--- src/unique_value_deque_top_assert.svh ---
// ----------------------------------------------------------------------------
// unique_value_deque_top_assert.svh
// Assertion macros shared by the deque sequencer and its top level.
// ----------------------------------------------------------------------------
`ifndef UNIQUE_VALUE_DEQUE_TOP_ASSERT_SVH
`define UNIQUE_VALUE_DEQUE_TOP_ASSERT_SVH

// Same-cycle implication, disabled while reset is held.
`define UDQ_ASSERT_NOW(label, clk, rst_n, ante, cons) \
    label: assert property (@(posedge clk) disable iff (!rst_n) (ante) |-> (cons)) \
        else $error("udq: same-cycle check failed");

// Next-cycle implication, disabled while reset is held.
`define UDQ_ASSERT_NEXT(label, clk, rst_n, ante, cons) \
    label: assert property (@(posedge clk) disable iff (!rst_n) (ante) |=> (cons)) \
        else $error("udq: next-cycle check failed");

`endif

--- src/udq_pkg.sv ---
// ----------------------------------------------------------------------------
// udq_pkg
// Types, command codes and status codes of the unique value deque.
// ----------------------------------------------------------------------------
`timescale 1ns / 1ps

package udq_pkg;

    localparam int DATA_W    = 32;
    localparam int DEPTH_DEF = 16;

    localparam logic [2:0] CMD_PUSH_TOP = 3'd0;
    localparam logic [2:0] CMD_PUSH_BOT = 3'd1;
    localparam logic [2:0] CMD_POP_TOP  = 3'd2;
    localparam logic [2:0] CMD_POP_BOT  = 3'd3;
    localparam logic [2:0] CMD_REMOVE   = 3'd4;
    localparam logic [2:0] CMD_CLEAR    = 3'd5;
    localparam logic [2:0] CMD_PROBE    = 3'd6;

    typedef enum logic [1:0] {
        ST_DONE = 2'd0,
        ST_DUP  = 2'd1,
        ST_MISS = 2'd2,
        ST_FULL = 2'd3
    } t_status;

    typedef struct packed {
        logic [2:0]               cmd;
        logic signed [DATA_W-1:0] value;
    } t_in_item;

    typedef struct packed {
        t_status                  status;
        logic signed [DATA_W-1:0] top_value;
        logic signed [DATA_W-1:0] bottom_value;
        logic [4:0]               entry_count;
        logic                     is_empty;
        logic                     found;
    } t_out_item;

    typedef struct packed {
        logic idle;
        logic res_valid;
    } t_seq_stat;

endpackage

--- src/unique_value_deque_top.sv ---
// ----------------------------------------------------------------------------
// unique_value_deque_top
// Double-ended queue of distinct signed values with duplicate rejection.
//
//   channel   dir   handshake                  payload
//   input     in    i_in_valid / o_in_ready    i_in_item  (cmd, value)
//   result    out   o_out_valid / i_out_ready  o_out_item (status .. found)
//
// Work per item, N entries held, entry found at position p:
//   pop, clear, unused code: go straight to execution, no membership scan.
//   push, probe: each held entry costs one read of the store read port
//   during the membership scan.
//   remove: the scan stops at the match, then compaction moves the N - p - 1
//   later entries one per cycle through the store read and write ports.
// Reset (i_rst_n low, synchronous) empties the queue at once; no clearing pass.
// A stalled result waits in the output register while the next item transfers
// in; the sequencer then holds its own result until that register frees.
// ----------------------------------------------------------------------------
`timescale 1ns / 1ps
`include "unique_value_deque_top_assert.svh"

module unique_value_deque_top import udq_pkg::*; #(
    parameter int DEPTH = DEPTH_DEF
) (
    input  logic      i_clk,
    input  logic      i_rst_n,
    input  logic      i_in_valid,
    output logic      o_in_ready,
    input  t_in_item  i_in_item,
    output logic      o_out_valid,
    input  logic      i_out_ready,
    output t_out_item o_out_item
);

    localparam int IW = $clog2(DEPTH);
    localparam int CW = $clog2(DEPTH + 1);

    t_seq_stat         w_stat;
    t_out_item         w_result;
    logic              w_start;
    logic              w_take;
    logic              w_rd_en;
    logic [IW-1:0]     w_rd_addr;
    logic [DATA_W-1:0] w_rd_data;
    logic              w_wr_en;
    logic [IW-1:0]     w_wr_addr;
    logic [DATA_W-1:0] w_wr_data;

    logic              r_out_valid;
    t_out_item         r_out_item;

    // take a new item whenever the sequencer is idle
    assign o_in_ready = w_stat.idle;
    assign w_start    = i_in_valid && o_in_ready;

    // move a finished result into the output register when it is empty or draining
    assign w_take = w_stat.res_valid && (!r_out_valid || i_out_ready);

    udq_seq #(
        .DEPTH (DEPTH),
        .IW    (IW),
        .CW    (CW)
    ) u_seq (
        .i_clk     (i_clk),
        .i_rst_n   (i_rst_n),
        .i_start   (w_start),
        .i_item    (i_in_item),
        .i_take    (w_take),
        .o_stat    (w_stat),
        .o_result  (w_result),
        .o_rd_en   (w_rd_en),
        .o_rd_addr (w_rd_addr),
        .i_rd_data (w_rd_data),
        .o_wr_en   (w_wr_en),
        .o_wr_addr (w_wr_addr),
        .o_wr_data (w_wr_data)
    );

    udq_store #(
        .DEPTH (DEPTH),
        .IW    (IW)
    ) u_store (
        .i_clk     (i_clk),
        .i_rd_en   (w_rd_en),
        .i_rd_addr (w_rd_addr),
        .o_rd_data (w_rd_data),
        .i_wr_en   (w_wr_en),
        .i_wr_addr (w_wr_addr),
        .i_wr_data (w_wr_data)
    );

    // output register: hold the result until the consumer takes the transfer
    always_ff @(posedge i_clk) begin
        if (!i_rst_n) begin
            r_out_valid <= 1'b0;
        end else if (w_take) begin
            r_out_valid <= 1'b1;
        end else if (i_out_ready) begin
            r_out_valid <= 1'b0;
        end
    end

    always_ff @(posedge i_clk) begin
        if (w_take) begin
            r_out_item <= w_result;
        end
    end

    assign o_out_valid = r_out_valid;
    assign o_out_item  = r_out_item;

    `UDQ_ASSERT_NEXT(a_busy_after_accept, i_clk, i_rst_n, w_start, !o_in_ready)
    `UDQ_ASSERT_NEXT(a_result_kept, i_clk, i_rst_n, w_stat.res_valid && !w_take, w_stat.res_valid)

endmodule

--- src/udq_store.sv ---
// ----------------------------------------------------------------------------
// udq_store
// Entry memory: one write port, one read port with registered read data.
// ----------------------------------------------------------------------------
`timescale 1ns / 1ps

module udq_store import udq_pkg::*; #(
    parameter int DEPTH = DEPTH_DEF,
    parameter int IW    = $clog2(DEPTH)
) (
    input  logic              i_clk,
    input  logic              i_rd_en,
    input  logic [IW-1:0]     i_rd_addr,
    output logic [DATA_W-1:0] o_rd_data,
    input  logic              i_wr_en,
    input  logic [IW-1:0]     i_wr_addr,
    input  logic [DATA_W-1:0] i_wr_data
);

    logic [DATA_W-1:0] r_mem [DEPTH];
    logic [DATA_W-1:0] r_rd_data;

    always_ff @(posedge i_clk) begin
        if (i_wr_en) begin
            r_mem[i_wr_addr] <= i_wr_data;
        end
    end

    // hold read data between reads
    always_ff @(posedge i_clk) begin
        if (i_rd_en) begin
            r_rd_data <= r_mem[i_rd_addr];
        end
    end

    assign o_rd_data = r_rd_data;

endmodule

--- src/udq_seq.sv ---
// ----------------------------------------------------------------------------
// udq_seq
// Sequencer: scans, writes and compacts the store one entry per cycle.
// ----------------------------------------------------------------------------
`timescale 1ns / 1ps
`include "unique_value_deque_top_assert.svh"

module udq_seq import udq_pkg::*; #(
    parameter int DEPTH = DEPTH_DEF,
    parameter int IW    = $clog2(DEPTH),
    parameter int CW    = $clog2(DEPTH + 1)
) (
    input  logic              i_clk,
    input  logic              i_rst_n,
    input  logic              i_start,
    input  t_in_item          i_item,
    input  logic              i_take,
    output t_seq_stat         o_stat,
    output t_out_item         o_result,
    output logic              o_rd_en,
    output logic [IW-1:0]     o_rd_addr,
    input  logic [DATA_W-1:0] i_rd_data,
    output logic              o_wr_en,
    output logic [IW-1:0]     o_wr_addr,
    output logic [DATA_W-1:0] o_wr_data
);

    typedef enum logic [6:0] {
        S_IDLE  = 7'b0000001,
        S_SCAN  = 7'b0000010,
        S_EXEC  = 7'b0000100,
        S_SHIFT = 7'b0001000,
        S_TOP   = 7'b0010000,
        S_BOT   = 7'b0100000,
        S_DONE  = 7'b1000000
    } t_state;

    t_state            r_state, n_state;
    logic [IW-1:0]     r_head, n_head;
    logic [CW-1:0]     r_count, n_count;
    logic              r_chk_vld, n_chk_vld;
    logic              r_wvld, n_wvld;
    logic [2:0]        r_cmd, n_cmd;
    logic [DATA_W-1:0] r_value, n_value;
    logic [CW-1:0]     r_ipos, n_ipos;
    logic [IW-1:0]     r_islot, n_islot;
    logic [CW-1:0]     r_chk_pos, n_chk_pos;
    logic [IW-1:0]     r_chk_slot, n_chk_slot;
    logic              r_found, n_found;
    logic [CW-1:0]     r_fpos, n_fpos;
    logic [IW-1:0]     r_fslot, n_fslot;
    logic [IW-1:0]     r_dslot, n_dslot;
    t_status           r_status, n_status;
    logic [DATA_W-1:0] r_top, n_top;
    logic [CW+4:0]     w_cnt_ext;

    function automatic logic [IW-1:0] f_inc(input logic [IW-1:0] s);
        return (s == IW'(DEPTH - 1)) ? '0 : s + 1'b1;
    endfunction

    function automatic logic [IW-1:0] f_dec(input logic [IW-1:0] s);
        return (s == '0) ? IW'(DEPTH - 1) : s - 1'b1;
    endfunction

    // slot of position c counted from slot s, one wrap at most
    function automatic logic [IW-1:0] f_add(input logic [IW-1:0] s, input logic [CW-1:0] c);
        logic [CW:0] sum;
        sum = (CW+1)'(s) + (CW+1)'(c);
        if (sum >= (CW+1)'(DEPTH)) begin
            sum = sum - (CW+1)'(DEPTH);
        end
        return sum[IW-1:0];
    endfunction

    always_comb begin
        n_state    = r_state;
        n_head     = r_head;
        n_count    = r_count;
        n_chk_vld  = r_chk_vld;
        n_wvld     = r_wvld;
        n_cmd      = r_cmd;
        n_value    = r_value;
        n_ipos     = r_ipos;
        n_islot    = r_islot;
        n_chk_pos  = r_chk_pos;
        n_chk_slot = r_chk_slot;
        n_found    = r_found;
        n_fpos     = r_fpos;
        n_fslot    = r_fslot;
        n_dslot    = r_dslot;
        n_status   = r_status;
        n_top      = r_top;
        o_rd_en    = 1'b0;
        o_rd_addr  = r_islot;
        o_wr_en    = 1'b0;
        o_wr_addr  = r_dslot;
        o_wr_data  = i_rd_data;

        case (r_state)
            S_IDLE: begin
                if (i_start) begin
                    n_cmd     = i_item.cmd;
                    n_value   = i_item.value;
                    n_found   = 1'b0;
                    n_status  = ST_DONE;
                    n_ipos    = '0;
                    n_islot   = r_head;
                    n_chk_vld = 1'b0;
                    if (i_item.cmd == CMD_PUSH_TOP || i_item.cmd == CMD_PUSH_BOT ||
                        i_item.cmd == CMD_REMOVE || i_item.cmd == CMD_PROBE) begin
                        n_state = S_SCAN;
                    end else begin
                        n_state = S_EXEC;
                    end
                end
            end
            S_SCAN: begin
                // compare last read, issue next read
                if (r_chk_vld && (i_rd_data == r_value)) begin
                    n_found   = 1'b1;
                    n_fpos    = r_chk_pos;
                    n_fslot   = r_chk_slot;
                    n_chk_vld = 1'b0;
                    n_state   = S_EXEC;
                end else if (r_ipos < r_count) begin
                    o_rd_en    = 1'b1;
                    o_rd_addr  = r_islot;
                    n_chk_vld  = 1'b1;
                    n_chk_pos  = r_ipos;
                    n_chk_slot = r_islot;
                    n_ipos     = r_ipos + 1'b1;
                    n_islot    = f_inc(r_islot);
                end else begin
                    n_chk_vld = 1'b0;
                    n_state   = S_EXEC;
                end
            end
            S_EXEC: begin
                n_state = S_TOP;
                case (r_cmd)
                    CMD_PUSH_TOP, CMD_PUSH_BOT: begin
                        if (r_found) begin
                            n_status = ST_DUP;
                        end else if (r_count == CW'(DEPTH)) begin
                            n_status = ST_FULL;
                        end else begin
                            o_wr_en   = 1'b1;
                            o_wr_data = r_value;
                            n_count   = r_count + 1'b1;
                            if (r_cmd == CMD_PUSH_TOP) begin
                                o_wr_addr = f_dec(r_head);
                                n_head    = f_dec(r_head);
                            end else begin
                                o_wr_addr = f_add(r_head, r_count);
                            end
                        end
                    end
                    CMD_POP_TOP: begin
                        if (r_count == '0) begin
                            n_status = ST_MISS;
                        end else begin
                            n_head  = f_inc(r_head);
                            n_count = r_count - 1'b1;
                        end
                    end
                    CMD_POP_BOT: begin
                        if (r_count == '0) begin
                            n_status = ST_MISS;
                        end else begin
                            n_count = r_count - 1'b1;
                        end
                    end
                    CMD_REMOVE: begin
                        if (!r_found) begin
                            n_status = ST_MISS;
                        end else begin
                            n_ipos  = r_fpos + 1'b1;
                            n_islot = f_inc(r_fslot);
                            n_dslot = r_fslot;
                            n_wvld  = 1'b0;
                            n_state = S_SHIFT;
                        end
                    end
                    CMD_CLEAR: begin
                        n_count = '0;
                        n_head  = '0;
                    end
                    CMD_PROBE: begin
                        n_status = r_found ? ST_DONE : ST_MISS;
                    end
                    default: begin
                    end
                endcase
            end
            S_SHIFT: begin
                // write back the entry read last cycle one slot lower
                if (r_wvld) begin
                    o_wr_en   = 1'b1;
                    o_wr_addr = r_dslot;
                    o_wr_data = i_rd_data;
                    n_dslot   = f_inc(r_dslot);
                end
                if (r_ipos < r_count) begin
                    o_rd_en   = 1'b1;
                    o_rd_addr = r_islot;
                    n_ipos    = r_ipos + 1'b1;
                    n_islot   = f_inc(r_islot);
                    n_wvld    = 1'b1;
                end else begin
                    n_wvld = 1'b0;
                    if (!r_wvld) begin
                        n_count = r_count - 1'b1;
                        n_state = S_TOP;
                    end
                end
            end
            S_TOP: begin
                if (r_count != '0) begin
                    o_rd_en   = 1'b1;
                    o_rd_addr = r_head;
                end
                n_state = S_BOT;
            end
            S_BOT: begin
                n_top = i_rd_data;
                if (r_count != '0) begin
                    o_rd_en   = 1'b1;
                    o_rd_addr = f_add(r_head, r_count - 1'b1);
                end
                n_state = S_DONE;
            end
            S_DONE: begin
                if (i_take) begin
                    n_state = S_IDLE;
                end
            end
            default: begin
                n_state = S_IDLE;
            end
        endcase
    end

    always_ff @(posedge i_clk) begin
        if (!i_rst_n) begin
            r_state   <= S_IDLE;
            r_head    <= '0;
            r_count   <= '0;
            r_chk_vld <= 1'b0;
            r_wvld    <= 1'b0;
        end else begin
            r_state   <= n_state;
            r_head    <= n_head;
            r_count   <= n_count;
            r_chk_vld <= n_chk_vld;
            r_wvld    <= n_wvld;
        end
    end

    always_ff @(posedge i_clk) begin
        r_cmd      <= n_cmd;
        r_value    <= n_value;
        r_ipos     <= n_ipos;
        r_islot    <= n_islot;
        r_chk_pos  <= n_chk_pos;
        r_chk_slot <= n_chk_slot;
        r_found    <= n_found;
        r_fpos     <= n_fpos;
        r_fslot    <= n_fslot;
        r_dslot    <= n_dslot;
        r_status   <= n_status;
        r_top      <= n_top;
    end

    assign w_cnt_ext = {5'b0, r_count};

    assign o_stat.idle      = (r_state == S_IDLE);
    assign o_stat.res_valid = (r_state == S_DONE);

    // read data holds in the done state, so it still carries the bottom entry
    always_comb begin
        o_result.status       = r_status;
        o_result.top_value    = (r_count != '0) ? r_top : '0;
        o_result.bottom_value = (r_count != '0) ? i_rd_data : '0;
        o_result.entry_count  = w_cnt_ext[4:0];
        o_result.is_empty     = (r_count == '0);
        o_result.found        = r_found;
    end

    `UDQ_ASSERT_NOW(a_count_bound, i_clk, i_rst_n, 1'b1, r_count <= CW'(DEPTH))
    `UDQ_ASSERT_NOW(a_write_state, i_clk, i_rst_n, o_wr_en, (r_state == S_EXEC) || (r_state == S_SHIFT))
    `UDQ_ASSERT_NEXT(a_count_hold, i_clk, i_rst_n, (r_state != S_EXEC) && (r_state != S_SHIFT), $stable(r_count))

endmodule
--- config.mk ---
export PLATFORM = sky130hd
export DESIGN_NAME = unique_value_deque_top
export DESIGN_NICKNAME = d
export VERILOG_FILES = /design/src/udq_pkg.sv /design/src/unique_value_deque_top.sv /design/src/udq_store.sv /design/src/udq_seq.sv
export VERILOG_INCLUDE_DIRS = /design/src /design/src/src
export SDC_FILE = /design/constraint.sdc
export NUM_CORES = 1
export LEC_CHECK = 0
export ABC_AREA = 1
export BUFFER_PORTS_ARGS = -buffer_cell sky130_fd_sc_hd__buf_2
export CORE_MARGIN = 2
export CORE_UTILIZATION = 55
export CTS_BUF_LIST = sky130_fd_sc_hd__clkbuf_8 sky130_fd_sc_hd__clkbuf_16
export DETAILED_ROUTE_END_ITERATION = 8
export PLACE_DENSITY = 0.75
export SETUP_SLACK_MARGIN = 0.4
export SLEW_MARGIN = 15
export SYNTH_ARGS = -nofsm -noshare
export SYNTH_HDL_FRONTEND = slang
export SYNTH_SLANG_ARGS = --single-unit
--- constraint.sdc ---
create_clock -name i_clk -period 7.9 [get_ports i_clk]
set_input_delay 0 -clock i_clk [delete_from_list [all_inputs] [get_ports i_clk]]
set_output_delay 0 -clock i_clk [all_outputs]
set_load 0.01 [all_outputs]
==> flow_summary.html <==
<table>
<tr><th>Metric</th><th>Value</th></tr>
<tr><th colspan="2">STA</th></tr>
<tr><td>Final Hold Viols</td><td>0</td></tr>
<tr><td>RSZ-0062 raised after global routing</td><td>no</td></tr>
<tr><td>Final-report max-slew violation count</td><td>0</td></tr>
<tr><td>Worst-Margin Slew</td><td>~1100 ps</td></tr>
<tr><td>Max Freq</td><td>228.0 MHz</td></tr>
<tr><td>Sum Neg Setup Slack</td><td>0 ps</td></tr>
<tr><td>Final setup slack of the worst path</td><td>3514 ps</td></tr>
<tr><td>Post-Route Skew</td><td>31.51 ps</td></tr>
<tr><td>Setup Viol. Count Final</td><td>0</td></tr>
<tr><td>Clock period minus worst slack</td><td>4386 ps</td></tr>
<tr><td>Tightest hold margin</td><td>92.80 ps</td></tr>
<tr><td>Part of the cycle the worst path needs</td><td>55.52%</td></tr>
<tr><td>Max transition margin</td><td>26.07%</td></tr>
<tr><th colspan="2">Place</th></tr>
<tr><td>Port Buffer Count</td><td>113</td></tr>
<tr><td>Half-perimeter wire length of the detailed placement result</td><td>between 40000 and 50000 um</td></tr>
<tr><td>DP Worst Slack</td><td>between 3000 and 4000 ps</td></tr>
<tr><td>Placer Congestion</td><td>1.019</td></tr>
<tr><th colspan="2">Worst setup path</th></tr>
<tr><td>Most repeated library cell on the critical path</td><td>sky130_fd_sc_hd__nand3_1</td></tr>
<tr><td>Reg2Reg Setup Slack</td><td>3510 ps</td></tr>
<tr><td>Critical register-to-register path startpoint</td><td>u_seq.r_state[6]</td></tr>
<tr><td>Cell depth of the worst flop-to-flop path</td><td>13</td></tr>
<tr><td>Crit-path max FO</td><td>40</td></tr>
<tr><td>Worst EP arrival</td><td>4870 ps</td></tr>
<tr><td>Launching element of the worst setup path</td><td>u_seq.r_state[6]</td></tr>
<tr><td>Crit path required time</td><td>8380 ps</td></tr>
<tr><td>Cell at the slowest stage of the critical path</td><td>sky130_fd_sc_hd__nor2_4</td></tr>
<tr><td>Peak per-stage delay on the critical path</td><td>810 ps</td></tr>
<tr><td>Worst setup path class</td><td>reg2reg</td></tr>
<tr><td>RR Endpoint</td><td>u_store.o_rd_data[9]</td></tr>
<tr><td>Sequence of cells on the critical path</td><td>inv_2 -&gt; nand3_1 -&gt; nor2_4 -&gt; inv_1 -&gt; o21ai_0 -&gt; nor2_1 -&gt; nor2_4 -&gt; buf_4 -&gt; clkinv_2 -&gt; buf_4 -&gt; nand3_1 -&gt; nand3_1 -&gt; nand2_1</td></tr>
<tr><td>Sort of element at the start of the critical path</td><td>register</td></tr>
<tr><td>Endpoint kind of the worst setup timing path</td><td>register</td></tr>
<tr><th colspan="2">Floorplan</th></tr>
<tr><td>Vertical die dimension</td><td>around 250 um</td></tr>
<tr><td>Initial cell density of the core</td><td>55.35%</td></tr>
<tr><td>Chip width</td><td>247.2 um</td></tr>
<tr><td>Area of the core</td><td>~60000 um^2</td></tr>
<tr><td>Die Footprint</td><td>61130 um^2</td></tr>
<tr><td>Row count</td><td>89</td></tr>
<tr><td>Count of pins on the block boundary</td><td>114</td></tr>
<tr><th colspan="2">Routing</th></tr>
<tr><td>Via-per-instance ratio</td><td>5.686</td></tr>
<tr><td>Violation count after the first detailed-route iteration</td><td>around 3200</td></tr>
<tr><td>Via count</td><td>about 23000</td></tr>
<tr><td>Final routed DRC violation total</td><td>0</td></tr>
<tr><td>Length of the first detailed-routing pass in iterations</td><td>7</td></tr>
<tr><td>WL final</td><td>roughly 84000 um</td></tr>
<tr><td>Final antenna-violating net count</td><td>0</td></tr>
<tr><td>Routed WL per cell</td><td>20.75 um</td></tr>
<tr><th colspan="2">Yosys</th></tr>
<tr><td>Mean post-synth cell area</td><td>~11 um^2</td></tr>
<tr><td>Syn nets</td><td>3147</td></tr>
<tr><td>Number of enable-type register cells in the synthesized netlist</td><td>718</td></tr>
<tr><td>Synthesized netlist cell count</td><td>between 3000 and 4000</td></tr>
<tr><td>Leading register cell type out of synthesis</td><td>sky130_fd_sc_hd__edfxtp_1</td></tr>
<tr><td>Proportion of synthesized chip area in sequential cells</td><td>approximately 67%</td></tr>
<tr><td>Number of distinct library cells after synthesis</td><td>44</td></tr>
<tr><td>Cell area after technology mapping</td><td>32540 um^2</td></tr>
<tr><td>Proportion of synthesized flip-flops having asynchronous set or reset</td><td>0%</td></tr>
<tr><td>Warnings from Yosys</td><td>0</td></tr>
<tr><td>Count of state elements after synthesis</td><td>around 740</td></tr>
<tr><th colspan="2">Layout</th></tr>
<tr><td>Core Util, Final</td><td>62.50%</td></tr>
<tr><td>Antenna Cells</td><td>0</td></tr>
<tr><td>Share of cells above drive strength 1</td><td>a little under 10%</td></tr>
<tr><td>Syn-to-layout area delta</td><td>12.92%</td></tr>
<tr><td>Final net count</td><td>3299</td></tr>
<tr><td>Fill cells</td><td>between 4000 and 5000</td></tr>
<tr><th colspan="2">Pwr</th></tr>
<tr><td>Net switching power figure</td><td>3.704 mW</td></tr>
<tr><td>Internal Power</td><td>7.206 mW</td></tr>
<tr><td>P_leak</td><td>15.68 nW</td></tr>
<tr><td>Net switching fraction of the power</td><td>about a third</td></tr>
<tr><td>Gate power share</td><td>27.3%</td></tr>
<tr><td>Register share of total power</td><td>a little over two fifths</td></tr>
<tr><td>Power density over cell area</td><td>296.9 nW/um^2</td></tr>
<tr><td>Peak VDD IR</td><td>238.7 uV</td></tr>
<tr><td>Part of the power in the clock network</td><td>29.8%</td></tr>
<tr><th colspan="2">Global route</th></tr>
<tr><td>Number of global-route vias before repair</td><td>22470</td></tr>
<tr><td>Wire length of the first global-routing pass</td><td>between 100000 and 150000 um</td></tr>
<tr><td>GRT Util Overall</td><td>approximately 28%</td></tr>
<tr><td>Pin count of the biggest net entering global routing</td><td>124</td></tr>
<tr><td>Overall overflow remaining after global route</td><td>0</td></tr>
<tr><td>Antenna violations before repair</td><td>0</td></tr>
<tr><th colspan="2">Clock network</th></tr>
<tr><td>Clock tree from TritonCTS</td><td>built</td></tr>
<tr><td>Clock buffer count from CTS</td><td>73</td></tr>
<tr><td>CTS clock-pin slew for the worst setup and hold paths</td><td>60 ps</td></tr>
<tr><td>Clock tree root driver cell</td><td>sky130_fd_sc_hd__clkbuf_16</td></tr>
<tr><td>TritonCTS Sinks</td><td>737</td></tr>
<tr><td>Htree depth</td><td>3</td></tr>
<tr><td>Maximum buffer depth of the clock tree</td><td>3</td></tr>
<tr><td>Number of gates given a new drive strength after cts</td><td>0</td></tr>
<tr><td>Skew-Pair Late Insertion Delay</td><td>around 630 ps</td></tr>
<tr><th colspan="2">Min path</th></tr>
<tr><td>Hold endpoint</td><td>u_seq.r_value[18]</td></tr>
<tr><td>Hold-critical path depth</td><td>2</td></tr>
<tr><td>Kind of path behind the tightest hold check</td><td>in2reg</td></tr>
<tr><td>Hold wc startpoint</td><td>i_in_item[18]</td></tr>
<tr><th colspan="2">Job</th></tr>
<tr><td>Max-cap check violation count</td><td>0</td></tr>
<tr><th colspan="2">Run status</th></tr>
<tr><td>Result of the run</td><td>complete, no violations</td></tr>
</table>
## state kept, by name, summed over array words and instances, names as in the netlist, 2 cells and up
name and cells:
u_seq.r_head 4, u_seq.r_dslot 4, u_seq.r_status 2, u_seq.r_value 32
u_seq.r_fpos 5, u_seq.r_islot 4, u_seq.r_top 32, u_seq.r_fslot 4
u_seq.r_count 5, u_seq.r_cmd 3, u_seq.r_ipos 5, o_out_item 73
u_store.r_mem 512, u_seq.r_chk_slot 4, u_store.o_rd_data 32, u_seq.r_chk_pos 5
u_seq.r_state 7
## worst max path at each step
| stage | to | cells after the start |
|---|---|---|
| 6_report | u_store.o_rd_data[9] | 13 |
| 5_1_grt | u_store.o_rd_data[5] | 13 |
| 4_1_cts | u_store.o_rd_data[16] | 13 |
| 3_5_place_dp | u_store.o_rd_data[18] | 13 |
| 3_3_place_gp | u_store.o_rd_data[4] | 13 |
| 2_1_floorplan | o_out_item[0] | 3 |
## cells in the mapped netlist (8+ instances only)
master,n,area (um^2)
sky130_fd_sc_hd__dfxtp_1,19,380.4
sky130_fd_sc_hd__xnor2_1,15,131.4
sky130_fd_sc_hd__clkbuf_1,26,97.59
sky130_fd_sc_hd__xor2_1,11,96.34
sky130_fd_sc_hd__ha_1,19,237.7
sky130_fd_sc_hd__o21ai_0,57,285.3
sky130_fd_sc_hd__edfxtp_1,718,21560
sky130_fd_sc_hd__buf_2,98,490.5
sky130_fd_sc_hd__nor2_1,79,296.5
sky130_fd_sc_hd__nand3b_1,65,488.0
sky130_fd_sc_hd__inv_1,628,2357
sky130_fd_sc_hd__nand4_1,15,93.84
sky130_fd_sc_hd__nand2_1,675,2534
sky130_fd_sc_hd__a21oi_1,29,145.1
sky130_fd_sc_hd__nand3_1,552,2763
sky130_fd_sc_hd__nor3_1,8,40.04
## metal layers
layer / wire length (um) / vias up / track usage (%)
met5: 0 / - / 0
met1: 31180 / 10900 / 36.71
met4: 3243 / 0 / 11.75
li1: - / 10450 / -
met3: 9968 / 258 / 4.764
met2: 39910 / 1492 / 45.81
## metrics by stage
stage	cells	instance area [um^2]	power [mW]
finish	4062	36750	10.91
global route	4062	36750	11.37
CTS	4061	36720	10.86
detailed placement	3897	34130	7.614
global placement	3897	34130	7.512
floorplan	3087	32550	6.796
## power groups by stage
| stage | combinational, mW | clock, mW | sequential, mW |
|---|---|---|---|
| after floorplan | 2.10 | 0 | 4.70 |
| after global placement | 2.76 | 0 | 4.75 |
| after detailed placement | 2.86 | 0 | 4.75 |
| after CTS | 2.91 | 3.28 | 4.67 |
| after global routing | 3.26 | 3.43 | 4.69 |
| final | 2.98 | 3.25 | 4.68 |
## layout make-up
type                       instances  area (um^2)  share of cell area (%)
clock inverter                    51        355.3                  0.9670
sequential                       737        21940                   59.71
timing repair buffer             212         1431                   3.895
tap                              773        967.2                   2.632
multi-input combinational       1580         7816                   21.27
inverter                         635         2385                   6.490
clock buffer                      74         1852                   5.039
## worst max-delay path: cells and delay by family, from the launching register on
kind            cells  cell delay [ps]
flops               1              350
simple gates        7             1690
compound gates      1              370
buf+inv             5             1800
## cell usage in the layout (no fill, tap or decap), types with 4 or more instances in the layout
cell,count
sky130_fd_sc_hd__nand2_1,673
sky130_fd_sc_hd__o211ai_1,6
sky130_fd_sc_hd__clkbuf_16,74
sky130_fd_sc_hd__buf_2,113
sky130_fd_sc_hd__nand3b_1,65
sky130_fd_sc_hd__dlygate4sd3_1,39
sky130_fd_sc_hd__clkinv_2,12
sky130_fd_sc_hd__xnor2_1,15
sky130_fd_sc_hd__xor2_1,11
sky130_fd_sc_hd__nand3_1,550
sky130_fd_sc_hd__o22ai_1,4
sky130_fd_sc_hd__buf_4,58
sky130_fd_sc_hd__nor3_1,8
sky130_fd_sc_hd__ha_1,19
sky130_fd_sc_hd__clkinv_1,14
sky130_fd_sc_hd__a21oi_1,28
sky130_fd_sc_hd__inv_1,644
sky130_fd_sc_hd__nor2_4,22
sky130_fd_sc_hd__o21ai_0,56
sky130_fd_sc_hd__inv_2,5
sky130_fd_sc_hd__nor2_1,60
sky130_fd_sc_hd__nand4_1,15
sky130_fd_sc_hd__dfxtp_1,19
sky130_fd_sc_hd__edfxtp_1,718
sky130_fd_sc_hd__nor3b_1,4
## kinds of logic after synthesis
family,share of synthesized area (%)
buffers and inverters,9.328
and+or+nand+nor,19.71
adders and majority gates,0.8536
AOI/OAI and AO/OA,1.957
DFF,67.42
muxes,0.03076
xor gates and xnor gates,0.6998
## timing repair
item	in CTS	in global routing
hold endpoints to repair	54	0
buffers inserted	0	0
hold buffers	39	0
No activity file was read; power rests on OpenSTA's default activity.
